`config.mk`:
```
export PLATFORM = sky130hd
export DESIGN_NAME = rqdo_cmdq
export DESIGN_NICKNAME = d
export VERILOG_FILES = /design/src/rtl/rqdo_pkg.sv /design/src/rtl/rqdo_cmdq.sv
export SDC_FILE = /design/constraint.sdc
export NUM_CORES = 1
export LEC_CHECK = 0
export BUFFER_PORTS_ARGS = -buffer_cell sky130_fd_sc_hd__clkbuf_2
export CORE_ASPECT_RATIO = 0.9
export CORE_MARGIN = 10
export CORE_UTILIZATION = 50
export DETAILED_ROUTE_END_ITERATION = 10
export PLACE_DENSITY = 0.71
export SETUP_SLACK_MARGIN = 0.05
export SYNTH_ARGS = -nofsm -noshare
export SYNTH_HDL_FRONTEND = slang
export SYNTH_SLANG_ARGS = --single-unit
```
`constraint.sdc`:
```
create_clock -name i_clk -period 4.2 [get_ports i_clk]
set_clock_uncertainty 0.15 [all_clocks]
set_input_delay 0 -clock i_clk [delete_from_list [all_inputs] [get_ports i_clk]]
set_output_delay 0 -clock i_clk [all_outputs]
set_load 0.02 [all_outputs]
```
`src/rtl/rqdo_pkg.sv`:
```
// Shared types, field widths and command codes for the report queue.
package rqdo_pkg;

    localparam int QUEUE_DEPTH_DEF = 8;
    localparam int MAX_REPORT_DEF  = 64;

    localparam int KIND_W = 2;
    localparam int BYTE_W = 8;
    localparam int LEN_W  = 7;

    localparam int CMDQ_DEPTH = 4;
    localparam int CMDQ_PW    = $clog2(CMDQ_DEPTH);

    localparam logic [KIND_W-1:0] KIND_BYTE  = 2'd0;
    localparam logic [KIND_W-1:0] KIND_TAKE  = 2'd1;
    localparam logic [KIND_W-1:0] KIND_PROTO = 2'd2;

    typedef struct packed {
        logic [KIND_W-1:0] kind;
        logic [BYTE_W-1:0] data;
        logic              last;
        logic [LEN_W-1:0]  limit;
        logic              boot;
    } t_req;

    typedef struct packed {
        logic [BYTE_W-1:0] byte_out;
        logic [LEN_W-1:0]  taken_length;
        logic              final_res;
        logic              empty_res;
        logic              notice;
    } t_res;

    typedef enum logic [1:0] {
        OP_BYTE  = 2'd0,
        OP_TAKE  = 2'd1,
        OP_PROTO = 2'd2
    } t_op;

    typedef struct packed {
        t_op               op;
        logic [BYTE_W-1:0] data;
        logic              last;
        logic [LEN_W-1:0]  limit;
        logic              boot;
    } t_cmd;

endpackage

```
`src/rtl/rqdo_cmdq.sv`:
```
// Short command queue between the intake and the execution back end.
module rqdo_cmdq (
    input  logic           i_clk,
    input  logic           i_rst_n,
    input  logic           i_push,
    input  rqdo_pkg::t_cmd i_cmd,
    input  logic           i_pop,
    output logic           o_valid,
    output logic           o_full,
    output rqdo_pkg::t_cmd o_cmd
);
    import rqdo_pkg::*;

    t_cmd                 r_mem [CMDQ_DEPTH];
    logic [CMDQ_PW-1:0]   r_wr_ptr, n_wr_ptr;
    logic [CMDQ_PW-1:0]   r_rd_ptr, n_rd_ptr;
    logic [CMDQ_PW:0]     r_count,  n_count;
    logic                 do_pop;

    assign o_valid = (r_count != '0);
    assign o_full  = (r_count == (CMDQ_PW+1)'(CMDQ_DEPTH));
    assign o_cmd   = r_mem[r_rd_ptr];
    assign do_pop  = i_pop && o_valid;

    always_comb begin
        n_wr_ptr = r_wr_ptr;
        n_rd_ptr = r_rd_ptr;
        n_count  = r_count;
        if (i_push) begin
            n_wr_ptr = (r_wr_ptr == CMDQ_PW'(CMDQ_DEPTH-1)) ? '0 : r_wr_ptr + 1'b1;
        end
        if (do_pop) begin
            n_rd_ptr = (r_rd_ptr == CMDQ_PW'(CMDQ_DEPTH-1)) ? '0 : r_rd_ptr + 1'b1;
        end
        if (i_push && !do_pop) begin
            n_count = r_count + 1'b1;
        end else if (!i_push && do_pop) begin
            n_count = r_count - 1'b1;
        end
    end

    always_ff @(posedge i_clk) begin
        if (i_push) begin
            r_mem[r_wr_ptr] <= i_cmd;
        end
    end

    always_ff @(posedge i_clk) begin
        if (!i_rst_n) begin
            r_wr_ptr <= '0;
            r_rd_ptr <= '0;
            r_count  <= '0;
        end else begin
            r_wr_ptr <= n_wr_ptr;
            r_rd_ptr <= n_rd_ptr;
            r_count  <= n_count;
        end
    end

endmodule

```
==> results.sh <==
export IMPL_grt_max_degree=20
export IMPL_finalHoldViolCount=0
export IMPL_tightest_slew_ns=1.03
export IMPL_fill_cells=456
export IMPL_rsz0062_at_grt="false"
export IMPL_pwr_share_comb_pct=23.5
export IMPL_min_path_cells=2
export IMPL_pre_cts_ws_ns=1.69
export IMPL_max_freq_mhz=398
export IMPL_ant_nets=0
export IMPL_ys_types=23
export IMPL_ff2ff_path_depth=7
export IMPL_cts_tree="yes"
export IMPL_p_total_mw=2.02
export IMPL_die_area_um2=10100
export IMPL_timing_final_crit_share_pct=59.8
export IMPL_p_switching_uw=603
export IMPL_hp_class="in -> reg"
export IMPL_layout_common_cells="edfxtp_1 (76), clkbuf_2 (43), dlygate4sd3_1 (22)"
export IMPL_boundaryPins=44
export IMPL_p_sw_share_pct=29.8
export IMPL_grt_pass1_wl_um=9160
export IMPL_clkPwrFrac_pct=25.3
export IMPL_reg2reg_to="r_count[2]"
export IMPL_p_per_area_nw_per_um2=515
export IMPL_dp_cells=272
export IMPL_drt_initial_drc_count=68
export IMPL_avgRoutedWirePerCell_um=18.4
export IMPL_grt_overflow_total=0
export IMPL_layout_nets=248
export IMPL_internal_power_mw=1.42
export IMPL_grt_pass1_vias=1785
export IMPL_row_count=27
export IMPL_via_count=1599
export IMPL_multi_input_area_um2=729
export IMPL_antenna_found_initial=0
export IMPL_synthesis_area_um2=3240
export IMPL_pwr_share_seq_pct=51.3
export IMPL_cp_arrival_ns=2.64
export IMPL_min_to="r_mem[3][3]"
export IMPL_path_class="reg -> reg"
export IMPL_cts_resized=0
export IMPL_seq_area_um2=2460
export IMPL_drive_above_1_share_pct=31.4
export IMPL_root_buffer="clkbuf_8"
export IMPL_die_w_um=105
export IMPL_power_leakage_nw=1.40
export IMPL_setup_viol=0
export IMPL_start_util_pct=52.2
export IMPL_postCtsSetupBuffers=0
export IMPL_cp_start_kind="flip-flop"
export IMPL_viasPerCell=5.16
export IMPL_clock_latency_ns=0.34
export IMPL_cts_hold_buf=22
export IMPL_status="completed"
export IMPL_crit_path_end_kind="flip-flop"
export IMPL_rr_startpoint="r_count[0]"
export IMPL_reg2reg_slack_ns=1.69
export IMPL_numCtsBuffers=9
export IMPL_path_max_fanout=5
export IMPL_ys_ff_latch=85
export IMPL_syn_area_per_cell_um2=22.4
export IMPL_die_y_um=96.4
export IMPL_yosysSeqAreaShare_pct=75.9
export IMPL_hpwlAfterDp_um=3760
export IMPL_final_cells=310
export IMPL_drc=0
export IMPL_drv_cap=0
export IMPL_cts_max_path_buffers=2
export IMPL_setup_ws_ns=1.69
export IMPL_min_delay_start="i_cmd[3]"
export IMPL_area_growth_pct=21.1
export IMPL_relSlewSlack_pct=31.2
export IMPL_dr_pass1_iters=4
export IMPL_fin_tns_setup_ns=0
export IMPL_whs_ns=0.259
export IMPL_ir_drop_v=0.000222
export IMPL_yosys_warnings=0
export IMPL_worstPathRequired_ns=4.32
export IMPL_io_buffers=43
export IMPL_wl_um=5690
export IMPL_period_needed_ns=2.51
export IMPL_core_um2=6220
export IMPL_slew_viol_final=0
export IMPL_clk_pin_slew_worst_paths_ns=0.09
export IMPL_n_antenna_cell=0
export IMPL_cts_sinks=85
export IMPL_layout_commonest_cell="edfxtp_1"
export IMPL_track_usage_pct=11.9
export IMPL_gp_congestion=0.637
export IMPL_synth_nets=175
export IMPL_htree_levels=3
export IMPL_netlist_instances=145
==> logic make-up after synthesis <==
logic type | count (synthesis) | synth area share [%]
xor+xnor | 2 | 0.540
simple gates | 17 | 2.93
buf+inv | 7 | 1.62
compound gates | 5 | 0.926
mux | 22 | 15.2
flops | 85 | 75.9
fa+ha+maj | 7 | 2.93
==> metal layers <==
metal	share of wire (%)	vias to the layer above	global-route usage, %
met5	0	-	0
met4	2.1	0	6.51
met3	3.8	9	3.18
met2	52	31	20.5
met1	42	814	13.5
li1	-	745	-
==> flip-flops by register name (all words and copies together), names as in the netlist, named ones only <==
| name | count |
|---|---|
| r_wr_ptr | 2 |
| r_rd_ptr | 2 |
| r_mem | 76 |
| r_count | 3 |
==> metrics by stage <==
stage | instance area (µm²) | utilization (%)
CTS | 3930 | 63.2
global placement | 3530 | 56.9
detailed placement | 3530 | 56.9
global route | 3930 | 63.2
finish | 3930 | 63.2
floorplan | 3240 | -
==> power by group through the flow <==
stage	registers [mW]	logic (mW)	clock network [mW]
floorplan	1.02	0.374	0
global placement	1.05	0.455	0
detailed placement	1.06	0.469	0
CTS	1.04	0.488	0.519
global route	1.05	0.515	0.556
finish	1.04	0.475	0.511
==> worst max-delay path by stage <==
stage,from,slack [ns],end,depth (start not counted)
final,r_count[0],1.69,r_count[2],7
after global routing,r_count[0],1.49,r_count[2],7
after CTS,r_count[0],1.67,r_count[2],7
after detailed placement,r_count[0],1.69,r_count[2],7
after global placement,r_count[0],1.89,r_count[2],7
after floorplan,r_count[0],1.95,r_count[2],7
==> worst max-delay path, cell delays in order (launching register included) <==
cell and delay (ns):
dfxtp_1 0.38, o31ai_1 0.53, ha_1 0.30, inv_1 0.07
fa_1 0.37, xor2_1 0.18, or3_1 0.30, a21boi_0 0.17
==> final cells by class <==
cell class	count	share of cell area, %
clock buffers	9	3.15
clock inverters	7	1.24
inverters	3	0.287
multi-input cells	53	18.6
flip-flops and latches	85	62.7
well taps	87	2.77
repair buffers	66	11.3
==> synth_stat cells <==
| master | count | area share, % |
|---|---|---|
| buf_12 | 1 | 0.62 |
| nand3_1 | 2 | 0.31 |
| inv_1 | 3 | 0.35 |
| mux2i_1 | 3 | 0.93 |
| fa_1 | 1 | 0.62 |
| edfxtp_1 | 76 | 70 |
| o31ai_1 | 1 | 0.23 |
| mux4_1 | 9 | 7.3 |
| a21boi_0 | 1 | 0.23 |
| or3_1 | 2 | 0.39 |
| nor2_1 | 2 | 0.23 |
| buf_6 | 1 | 0.35 |
| nor2b_1 | 3 | 0.58 |
| o21ai_0 | 3 | 0.46 |
| mux4_2 | 10 | 6.9 |
| buf_2 | 2 | 0.31 |
| ha_1 | 6 | 2.3 |
| dfxtp_1 | 9 | 5.6 |
| nor3b_1 | 1 | 0.23 |
| xnor2_1 | 1 | 0.27 |
| and2_1 | 5 | 0.96 |
| xor2_1 | 1 | 0.27 |
| nand2_1 | 2 | 0.23 |
Note: power is estimated with default switching activity, not from simulation.
