`src/rtl/rqdo_pkg.sv`:
```
// Shared types, field widths and command codes for the report queue.
package rqdo_pkg;

    localparam int QUEUE_DEPTH_DEF = 8;
    localparam int MAX_REPORT_DEF  = 64;

    localparam int KIND_W = 2;
    localparam int BYTE_W = 8;
    localparam int LEN_W  = 7;

    localparam int CMDQ_DEPTH = 4;
    localparam int CMDQ_PW    = $clog2(CMDQ_DEPTH);

    localparam logic [KIND_W-1:0] KIND_BYTE  = 2'd0;
    localparam logic [KIND_W-1:0] KIND_TAKE  = 2'd1;
    localparam logic [KIND_W-1:0] KIND_PROTO = 2'd2;

    typedef struct packed {
        logic [KIND_W-1:0] kind;
        logic [BYTE_W-1:0] data;
        logic              last;
        logic [LEN_W-1:0]  limit;
        logic              boot;
    } t_req;

    typedef struct packed {
        logic [BYTE_W-1:0] byte_out;
        logic [LEN_W-1:0]  taken_length;
        logic              final_res;
        logic              empty_res;
        logic              notice;
    } t_res;

    typedef enum logic [1:0] {
        OP_BYTE  = 2'd0,
        OP_TAKE  = 2'd1,
        OP_PROTO = 2'd2
    } t_op;

    typedef struct packed {
        t_op               op;
        logic [BYTE_W-1:0] data;
        logic              last;
        logic [LEN_W-1:0]  limit;
        logic              boot;
    } t_cmd;

endpackage

```
`src/rtl/rqdo_front.sv`:
```
// Request intake: accept, decode kind, clamp take limit, drop unused kinds.
module rqdo_front #(
    parameter int MAX_REPORT = rqdo_pkg::MAX_REPORT_DEF
) (
    input  logic           start,
    input  rqdo_pkg::t_req i_req,
    input  logic           i_full,
    output logic           busy,
    output logic           o_push,
    output rqdo_pkg::t_cmd o_cmd
);
    import rqdo_pkg::*;

    localparam logic [LEN_W-1:0] MAX_LIM = LEN_W'(MAX_REPORT);

    logic accept;
    logic known;

    assign busy   = i_full;
    assign accept = start && !i_full;

    always_comb begin
        o_cmd.data  = i_req.data;
        o_cmd.last  = i_req.last;
        o_cmd.boot  = i_req.boot;
        o_cmd.limit = (i_req.limit > MAX_LIM) ? MAX_LIM : i_req.limit;
        known       = 1'b1;
        case (i_req.kind)
            KIND_BYTE:  o_cmd.op = OP_BYTE;
            KIND_TAKE:  o_cmd.op = OP_TAKE;
            KIND_PROTO: o_cmd.op = OP_PROTO;
            default: begin
                // drop the unused kind, it has no effect
                o_cmd.op = OP_BYTE;
                known    = 1'b0;
            end
        endcase
    end

    assign o_push = accept && known;

endmodule

```
`config.mk`:
```
export PLATFORM = sky130hd
export DESIGN_NAME = rqdo_front
export DESIGN_NICKNAME = d
export VERILOG_FILES = /design/src/rtl/rqdo_pkg.sv /design/src/rtl/rqdo_front.sv
export SDC_FILE = /design/constraint.sdc
export NUM_CORES = 1
export LEC_CHECK = 0
export ABC_AREA = 1
export BUFFER_PORTS_ARGS = -buffer_cell sky130_fd_sc_hd__buf_2
export CORE_AREA = 4 4 41 43
export DETAILED_ROUTE_END_ITERATION = 7
export DIE_AREA = 0 0 45 47
export PLACE_DENSITY_LB_ADDON = 0.3
export SLEW_MARGIN = 10
export SYNTH_ARGS = -nofsm -noshare
export SYNTH_HDL_FRONTEND = slang
export SYNTH_SLANG_ARGS = --single-unit
```
`constraint.sdc`:
```
create_clock -name vclk -period 0.8
set_input_delay 0.04 -clock vclk [all_inputs]
set_output_delay 0.04 -clock vclk [all_outputs]
set_load 0.02 [all_outputs]
```
==> summary.md, run 1 <==
| Metric | Value |
|---|---|
| Area of the mapped netlist | `around 180 um2` |
| Sequential cell count | `0` |
| Vias post-DR | `about 210` |
| Type of the setup path with the least slack | `primary input to output port` |
| Top cell types by occurrence after synthesis | `sky130_fd_sc_hd__buf_4 (11), sky130_fd_sc_hd__inv_1 (8), sky130_fd_sc_hd__nor2_1 (7)` |
| Most common cell in the synthesized netlist | `sky130_fd_sc_hd__buf_4` |
| Largest net degree at the start of global routing | `8` |
| Dominant cell type by area after synthesis | `sky130_fd_sc_hd__buf_4` |
| Number of warnings issued by yosys | `0` |
| Fraction of layout instances using a drive strength above 1 | `0.5682` |
| GRT Util Overall | `0.03698` |
| Layout Cells excl Fill | `59` |
| Wire length of the first global-routing pass | `627 um` |
| Hold_buf cts | `0` |
| Core footprint | `1301 um2` |
| Maxcap violations | `0` |
| Share of the cycle needed by the critical path after routing | `0.9365` |
| Critical-path maximum fanout | `4` |
| Power density over cell area | `577.8 nW/um2` |
| Summed area of non-filler cells in the final layout | `~240 um2` |
| Wire length reported by the detailed router | `494 um` |
| Min-delay src | `i_req[0]` |
| Delay-heaviest family, CP | `buffers and inverters` |
| Number of endpoints with negative hold slack in the final report | `0` |
| Power consumption | `between 100 and 150 uW` |
| Net count, final | `67` |
| Area after detailed placement | `around 230 um2` |
| Crit path capture type | `output port` |
| Crit-path cells | `buf_2, nor2_1, nand3_2, a21oi_1, buf_4` |
| Unrepaired setup endpoints after global routing | `no` |
| Number of I/O pins | `42` |
| Worst Hold Class | `primary input to output port` |
| Fin. max-slew vios | `0` |
| Initial antenna violation count | `0` |
| Row count | `13` |
| Layout overhead on the synthesized area | `28.57%` |
| Mapped Nets | `between 50 and 60` |
| Number of antenna cells inserted | `0` |
| Number of setup violations in the final report | `0` |
| Chip height | `about 47 um` |
| Effective utilization at floorplan | `0.1413` |
| Worst voltage drop across the vdd grid | `0.08502 mV` |
| Highest clock frequency the design can meet | `between 1000 and 1500 MHz` |
| Setup Total Neg Slack | `0 ns` |
| Remaining antenna violation count | `0` |
| Cells after Synth | `34` |
| Sink of the worst hold path | `o_cmd[0]` |
| Clock buffer cells | `0` |
| Arrival time worst endpoint | `between 0.7 and 0.8 ns` |
| Count of cells along the worst hold path | `0` |
| Count of buffers inserted at the top-level ports | `22` |
| Worst-path cell with the longest stage delay | `sky130_fd_sc_hd__a21oi_1` |
| Critical Path Start Type | `primary input` |
| Count of unique library cells instantiated by Yosys | `8` |
| Portion of synthesized cell area occupied by the leading cell type | `0.4490` |
| Max-slew headroom at the worst pin | `0.8941` |
| Minimum period implied by the final worst setup slack | `0.7492 ns` |
| Average size of a mapped cell | `5.410 um2` |
| WP data required | `between 0.7 and 0.8 ns` |
| Via/cell ratio | `3.508` |
| GR Overflow Total | `0` |
| Largest stage delay on the critical path | `between 0.15 and 0.2 ns` |
| Die X | `between 40 and 50 um` |
| Die outline area | `between 2000 and 2500 um2` |
| Number of global-route vias before repair | `around 180` |
| Routed len/inst | `between 8 and 9 um` |
| Number of DRC markers in iteration 0 | `0` |
| CP bufs+invs | `2` |
| FF/Latch Area | `0 um2` |
| Run status | `completed` |
| Global placement routability congestion | `~0.6` |
| Static power due to leakage | `approximately 0.16 nW` |
| Synth area leaders | `sky130_fd_sc_hd__buf_4 (45%), sky130_fd_sc_hd__inv_1 (16%), sky130_fd_sc_hd__nor2_1 (14%)` |
| Post-synthesis sequential area ratio | `0` |
| Tightest Pin Transition | `0.1572 ns` |
| Number of cells in the design after placement | `59` |
| First-pass detailed-route iteration total | `1` |
| DRC Markers | `0` |
[how the worst max path moves through the flow]
| stage | from | endpoint | slack, ns | cells past startpoint |
|---|---|---|---|---|
| detailed placement | i_req[6] | o_cmd[2] | 0.04 | 5 |
| global route | i_req[5] | o_cmd[4] | 0.009 | 5 |
| CTS | i_req[6] | o_cmd[3] | 0.04 | 5 |
| floorplan | i_req[6] | o_cmd[1] | 0.14 | 3 |
| finish | i_req[5] | o_cmd[2] | 0.05 | 5 |
| global placement | i_req[6] | o_cmd[4] | 0.02 | 5 |
[where the power goes]
group	total (mW)	switching (mW)	leakage, nW	internal (mW)
Sequential	0	0	0	0
Clock	0	0	0	0
Combinational	0.137	0.0809	0.162	0.0557
[cells in the final DEF, fill, tap and decap left out]
cell / count
sky130_fd_sc_hd__buf_2: 19
sky130_fd_sc_hd__nand3_2: 1
sky130_fd_sc_hd__inv_1: 8
sky130_fd_sc_hd__nor2_1: 6
sky130_fd_sc_hd__o21ai_0: 1
sky130_fd_sc_hd__buf_4: 3
sky130_fd_sc_hd__nor2_2: 2
sky130_fd_sc_hd__a21oi_1: 4
[stage by stage]
step,hold slack (ns),util,setup WS [ns]
after floorplan,0.1598,-,0.1426
after global placement,0.08015,0.1740,0.02270
after detailed placement,0.08015,0.1740,0.03719
after CTS,0.08015,0.1740,0.03611
after global routing,0.08003,0.1817,0.008984
final,0.08001,0.1817,0.05080
[per-layer routing]
layer / vias to the layer above / GRT usage / share of wire
met3: 0 / 0.003831 / 0.18
met1: 90 / 0.04045 / 0.29
li1: 108 / - / -
met2: 9 / 0.07345 / 0.53
met5: - / 0 / 0
met4: 0 / 0.01170 / 0
[cell type report]
type | instances | area (um2)
fill | 178 | 1065
timing repair buffer | 22 | 117.6
multi-input combinational | 14 | 70.07
inverter | 8 | 30.03
tap | 15 | 18.77
[timing repair]
item | 4_1_cts | 5_1_grt
resized for setup | 0 | 4
buffers inserted | 0 | 0
endpoints found under the setup margin | 0 | 4
[logic make-up (layout without fill, tap and decap cells)]
kind of cell,after synthesis,after routing,share of synthesized area
AOI/OAI and AO/OA,5,5,0.1360
buffers and inverters,20,30,0.6326
and+or+nand+nor,9,9,0.2313
Power figures use the tool's default switching activity.
==> run 2, diff against run 1 <==
--- a/config.mk
+++ b/config.mk
@@ -11,6 +11,7 @@
 export DETAILED_ROUTE_END_ITERATION = 7
 export DIE_AREA = 0 0 45 47
 export PLACE_DENSITY_LB_ADDON = 0.3
+export SETUP_SLACK_MARGIN = 0.1
 export SLEW_MARGIN = 10
 export SYNTH_ARGS = -nofsm -noshare
 export SYNTH_HDL_FRONTEND = slang
==> run 2 against run 1 <==
Compared with the run above: first-iteration DRC count stayed put; power is 35% higher; wire length is 6.5% higher; final cell count stayed put; non-clock buffer count stayed put; flip-flop and latch count stayed put; setup slack better by 0.058 ns; global-route usage is 0.39 points higher; sequential share of layout area stayed put; count of clock-buffer cells in the layout stayed put; critical endpoint is now o_cmd[1]; largest cell class unchanged; largest power group unchanged; highest routed layer unchanged.
==> summary.md, run 2 (same netlist as run 1, synthesis figures left out) <==
| Metric | Value |
|---|---|
| Area after detailed placement | `around 230 um2` |
| Count of cells along the worst hold path | `0` |
| GRT Util Overall | `0.04091` |
| Number of setup violations in the final report | `0` |
| Arrival time worst endpoint | `around 0.65 ns` |
| Setup fix buffers added after clock tree synthesis | `0` |
| Static power due to leakage | `0.1809 nW` |
| Net count, final | `67` |
| Critical Path Stages | `5` |
| Number of endpoints with negative hold slack in the final report | `0` |
| Number of DRC markers in iteration 0 | `0` |
| Count of buffers inserted at the top-level ports | `22` |
| Switching power total | `roughly 96 uW` |
| Wire length reported by the detailed router | `between 500 and 600 um` |
| Delay-heaviest family, CP | `buffers and inverters` |
| Largest stage delay on the critical path | `0.16 ns` |
| Remaining antenna violation count | `0` |
| Minimum period implied by the final worst setup slack | `around 0.69 ns` |
| Portion of total power attributed to combinational logic | `1.000` |
| WP data required | `between 0.7 and 0.8 ns` |
| Max-slew headroom at the worst pin | `0.8926` |
| Crit-path cells | `buf_6, nor2_4, nand3_4, a21oi_2, buf_6` |
| Min-delay src | `i_req[0]` |
| Vias post-DR | `roughly 210` |
| Hold_buf cts | `0` |
| Number of antenna cells inserted | `0` |
| Largest net degree at the start of global routing | `8` |
| Chip height | `around 47 um` |
| Cell Int Power | `slightly below 90 uW` |
| Global placement routability congestion | `roughly 0.60` |
| Layout overhead on the synthesized area | `78.23%` |
| Die X | `between 40 and 50 um` |
| Number of global-route vias before repair | `between 150 and 200` |
| Part of the power in registers | `0` |
| Unrepaired setup endpoints after global routing | `yes` |
| Sequential cell count | `0` |
| Worst Hold Class | `primary input to output port` |
| GR Overflow Total | `0` |
| Routed len/inst | `8.915 um` |
| DRC Markers | `0` |
| Area used by multi-input combinational logic | `110.1 um2` |
| Number of I/O pins | `42` |
| Clock buffer cells | `0` |
| Highest clock frequency the design can meet | `1447 MHz` |
| Clk pwr share | `0` |
| Row count | `13` |
| CP bufs+invs | `2` |
| Power density over cell area | `around 560 nW/um2` |
| Worst voltage drop across the vdd grid | `between 0.1 and 0.15 mV` |
| Critical-path maximum fanout | `4` |
| Run status | `completed` |
| Most frequent CP cell | `sky130_fd_sc_hd__buf_6` |
| Filler Cell Count | `160` |
| Fraction of layout instances using a drive strength above 1 | `0.6818` |
| Initial antenna violation count | `0` |
| Setup Total Neg Slack | `0 ns` |
| Maxcap violations | `0` |
| Tightest Pin Transition | `approximately 0.16 ns` |
| Switch share | `0.5227` |
| Worst-path cell with the longest stage delay | `sky130_fd_sc_hd__a21oi_2` |
| Type of the setup path with the least slack | `primary input to output port` |
| Die outline area | `2115 um2` |
| Core footprint | `1301 um2` |
| FF/Latch Area | `0 um2` |
| Effective utilization at floorplan | `0.1413` |
| Critical Path Start Type | `primary input` |
| Fin. max-slew vios | `0` |
| Wire length of the first global-routing pass | `690 um` |
| Most common library cell in the layout ignoring fill and taps | `sky130_fd_sc_hd__buf_2` |
| Sink of the worst hold path | `o_cmd[0]` |
| First-pass detailed-route iteration total | `1` |
| Commonest cells after routing, fill and taps aside | `sky130_fd_sc_hd__buf_2 (12), sky130_fd_sc_hd__inv_1 (8), sky130_fd_sc_hd__buf_6 (7)` |
| Power consumption | `approximately 180 uW` |
| Share of the cycle needed by the critical path after routing | `0.8640` |
| Via/cell ratio | `3.610` |
| Crit path capture type | `output port` |
| Summed area of non-filler cells in the final layout | `327.8 um2` |
==> run 2: cell counts in the layout (fill, tap and decap cells not counted) <==
Identical to the previous run, type by type.
==> run 2: worst max-delay path by stage <==
stage	from	end	slack [ns]
after floorplan	i_req[6]	o_cmd[1]	0.14
after global placement	i_req[6]	o_cmd[4]	0.02
after detailed placement	i_req[6]	o_cmd[2]	0.04
after CTS	i_req[2]	o_cmd[2]	0.1
after global routing	i_req[6]	o_cmd[1]	0.08
final	i_req[2]	o_cmd[1]	0.11
==> run 2: area by class of cell <==
type / instances / area share
multi-input cells: 14 / 0.3359
inverters: 8 / 0.09160
repair buffers: 22 / 0.5153
well taps: 15 / 0.05725
==> run 2: metal layers <==
metal / vias to the layer above / share of wire / track usage
met3: 0 / 0.16 / 0.003831
met1: 95 / 0.26 / 0.04045
met2: 9 / 0.57 / 0.08757
met4: 0 / 0 / 0.01170
met5: - / 0 / 0
li1: 109 / - / -
==> run 2: power groups by stage <==
stage / combinational, mW / sequential, mW / clock (mW)
3_3_place_gp: 0.132 / 0 / 0
5_1_grt: 0.198 / 0 / 0
4_1_cts: 0.172 / 0 / 0
2_1_floorplan: 0.145 / 0 / 0
6_report: 0.184 / 0 / 0
3_5_place_dp: 0.131 / 0 / 0
==> run 2: repair_timing <==
item	in CTS	in global routing
endpoints found under the setup margin	4	4
pin swaps	5	3
endpoints found under the hold margin	0	0
resized for setup	18	7
==> run 2: stage by stage <==
| step | hold slack (ns) | instances | setup slack (ns) | utilization |
|---|---|---|---|---|
| after floorplan | 0.1598 | 34 | 0.1426 | - |
| after detailed placement | 0.08015 | 59 | 0.03719 | 0.1740 |
| final | 0.08001 | 59 | 0.1088 | 0.2519 |
| after global routing | 0.08003 | 59 | 0.08126 | 0.2519 |
| after global placement | 0.08015 | 59 | 0.02270 | 0.1740 |
| after CTS | 0.08015 | 59 | 0.09868 | 0.2337 |
==> run 3, diff against run 2 <==
==> constraint.sdc (replaced) <==
create_clock -name vclk -period 0.8
set_input_delay 0.04 -clock vclk [all_inputs]
set_output_delay 0.04 -clock vclk [all_outputs]
set_load 0.1 [all_outputs]
==> run 3 against run 2 <==
Compared with the run above: the run now ends with setup timing left; count of clock-buffer cells in the layout did not move; final cell count increased by 1.7%; sequential share of layout area unchanged; core utilization grew 17 points; design area is 69% higher; via count rose by 9.4%; wire length up 3.4%.
==> summary.md, run 3 (same netlist as run 1, synthesis figures left out) <==
| Metric | Value |
|---|---|
| Initial antenna violation count | `0` |
| Number of setup violations in the final report | `2` |
| Post-detail-place hpwl | `533.5 um` |
| Crit-path cells | `buf_8, nor2_4, nand3_4, a21oi_4, buf_12` |
| Number of I/O pins | `42` |
| Hold_ws | `approximately 0.080 ns` |
| Type of the setup path with the least slack | `primary input to output port` |
| Unrepaired setup endpoints after global routing | `yes` |
| Via/cell ratio | `a little under 4` |
| Number of global-route vias before repair | `around 230` |
| Largest stage delay on the critical path | `between 0.15 and 0.2 ns` |
| Max-slew headroom at the worst pin | `0.7593` |
| Chip height | `around 47 um` |
| Worst setup slack after layout | `-0.006227 ns` |
| Tightest Pin Transition | `roughly 0.36 ns` |
| Final core area utilization | `0.4260` |
| Run status | `complete, but fails checks` |
| Layout overhead on the synthesized area | `201.4%` |
| Worst Hold Class | `primary input to output port` |
| Violated checks | `setup timing` |
| Area after detailed placement | `between 500 and 600 um2` |
| Worst-path cell with the longest stage delay | `sky130_fd_sc_hd__buf_12` |
| Core footprint | `about 1300 um2` |
| Vias post-DR | `about 230` |
| Number of DRC markers in iteration 0 | `1` |
| Effective utilization at floorplan | `0.1413` |
| Share of the cycle needed by the critical path after routing | `1.008` |
| Number of antenna cells inserted | `0` |
| Setup Total Neg Slack | `-0.008472 ns` |
| WP data required | `between 0.7 and 0.8 ns` |
| Die X | `about 45 um` |
| Number of cells in the design after placement | `60` |
| Static power due to leakage | `roughly 0.24 nW` |
| Largest net degree at the start of global routing | `8` |
| Power density over cell area | `915.5 nW/um2` |
| Wire length reported by the detailed router | `around 540 um` |
| Summed area of non-filler cells in the final layout | `roughly 550 um2` |
| Die outline area | `between 2000 and 2500 um2` |
| Row count | `13` |
| Crit path capture type | `output port` |
| Maxcap violations | `0` |
| Worst voltage drop across the vdd grid | `0.3685 mV` |
| CP bufs+invs | `2` |
| Net count, final | `68` |
| Fin. max-slew vios | `0` |
| Remaining antenna violation count | `0` |
| Critical Path Start Type | `primary input` |
| Critical-path maximum fanout | `4` |
| Global placement routability congestion | `0.6561` |
| Wire length of the first global-routing pass | `924 um` |
| Commonest cells after routing, fill and taps aside | `sky130_fd_sc_hd__buf_12 (11), sky130_fd_sc_hd__nor2_4 (8), sky130_fd_sc_hd__inv_1 (6)` |
| DRC Markers | `0` |
| Most common library cell in the layout ignoring fill and taps | `sky130_fd_sc_hd__buf_12` |
| Arrival time worst endpoint | `just under 0.8 ns` |
| Minimum period implied by the final worst setup slack | `between 0.8 and 0.9 ns` |
| FF/Latch Area | `0 um2` |
| Layout Cells excl Fill | `60` |
| Power consumption | `507.4 uW` |
| Sequential cell count | `0` |
| Worst slack at placement | `-0.06126 ns` |
| Delay-heaviest family, CP | `buffers and inverters` |
| Count of buffers inserted at the top-level ports | `22` |
| GR Overflow Total | `0` |
| Number of endpoints with negative hold slack in the final report | `0` |
| Fraction of layout instances using a drive strength above 1 | `0.8667` |
| Setup fix buffers added after clock tree synthesis | `0` |
| GRT Util Overall | `0.05507` |
| First-pass detailed-route iteration total | `2` |
| Routed len/inst | `9.067 um` |
| Clock buffer cells | `0` |
| Highest clock frequency the design can meet | `1240 MHz` |
| Hold_buf cts | `0` |
-- run 3: cell types whose count changed in the layout (fill, tap and decap cells not counted), moves of 2 or more --
cell | before | now
sky130_fd_sc_hd__buf_12 | 0 | 11
sky130_fd_sc_hd__buf_2 | 12 | 5
sky130_fd_sc_hd__nor2_1 | 5 | 0
sky130_fd_sc_hd__nor2_4 | 3 | 8
sky130_fd_sc_hd__a21oi_2 | 4 | 0
sky130_fd_sc_hd__a21oi_4 | 0 | 4
sky130_fd_sc_hd__buf_6 | 7 | 5
sky130_fd_sc_hd__inv_1 | 8 | 6
sky130_fd_sc_hd__inv_2 | 0 | 2
-- run 3: worst paths after layout --
| check | slack (ns) | to | start | cells past startpoint |
|---|---|---|---|---|
| setup / recovery | -0.006 | o_cmd[4] | i_req[6] | 5 |
| hold / removal | 0.08 | o_cmd[0] | i_req[0] | 0 |
-- run 3: timing repair --
item | CTS | global route
gates resized for setup | 6 | 5
setup endpoints to repair | 4 | 4
cloned | 0 | 0
endpoints found under the hold margin | 0 | 0
pin swaps | 6 | 4
-- run 3: power breakdown --
part	total, mW	switching, mW	internal [mW]
combinational	0.507	0.319	0.188
clock	0	0	0
sequential	0	0	0
total	0.507	0.319	0.188
-- run 3: layout make-up --
cell class	count	area [um2]
Timing Repair Buffer	23	324.1
Fill cell	138	747.0
Multi-Input combinational cell	14	181.4
Inverter	8	30.03
Tap cell	15	18.77
-- run 3: layer usage --
layer / wire [um] / up-vias / track usage
met5: 0 / - / 0
met4: 0 / 0 / 0.01170
met3: 90 / 0 / 0.02299
met2: 297 / 12 / 0.09040
met1: 157 / 107 / 0.06742
li1: - / 114 / -
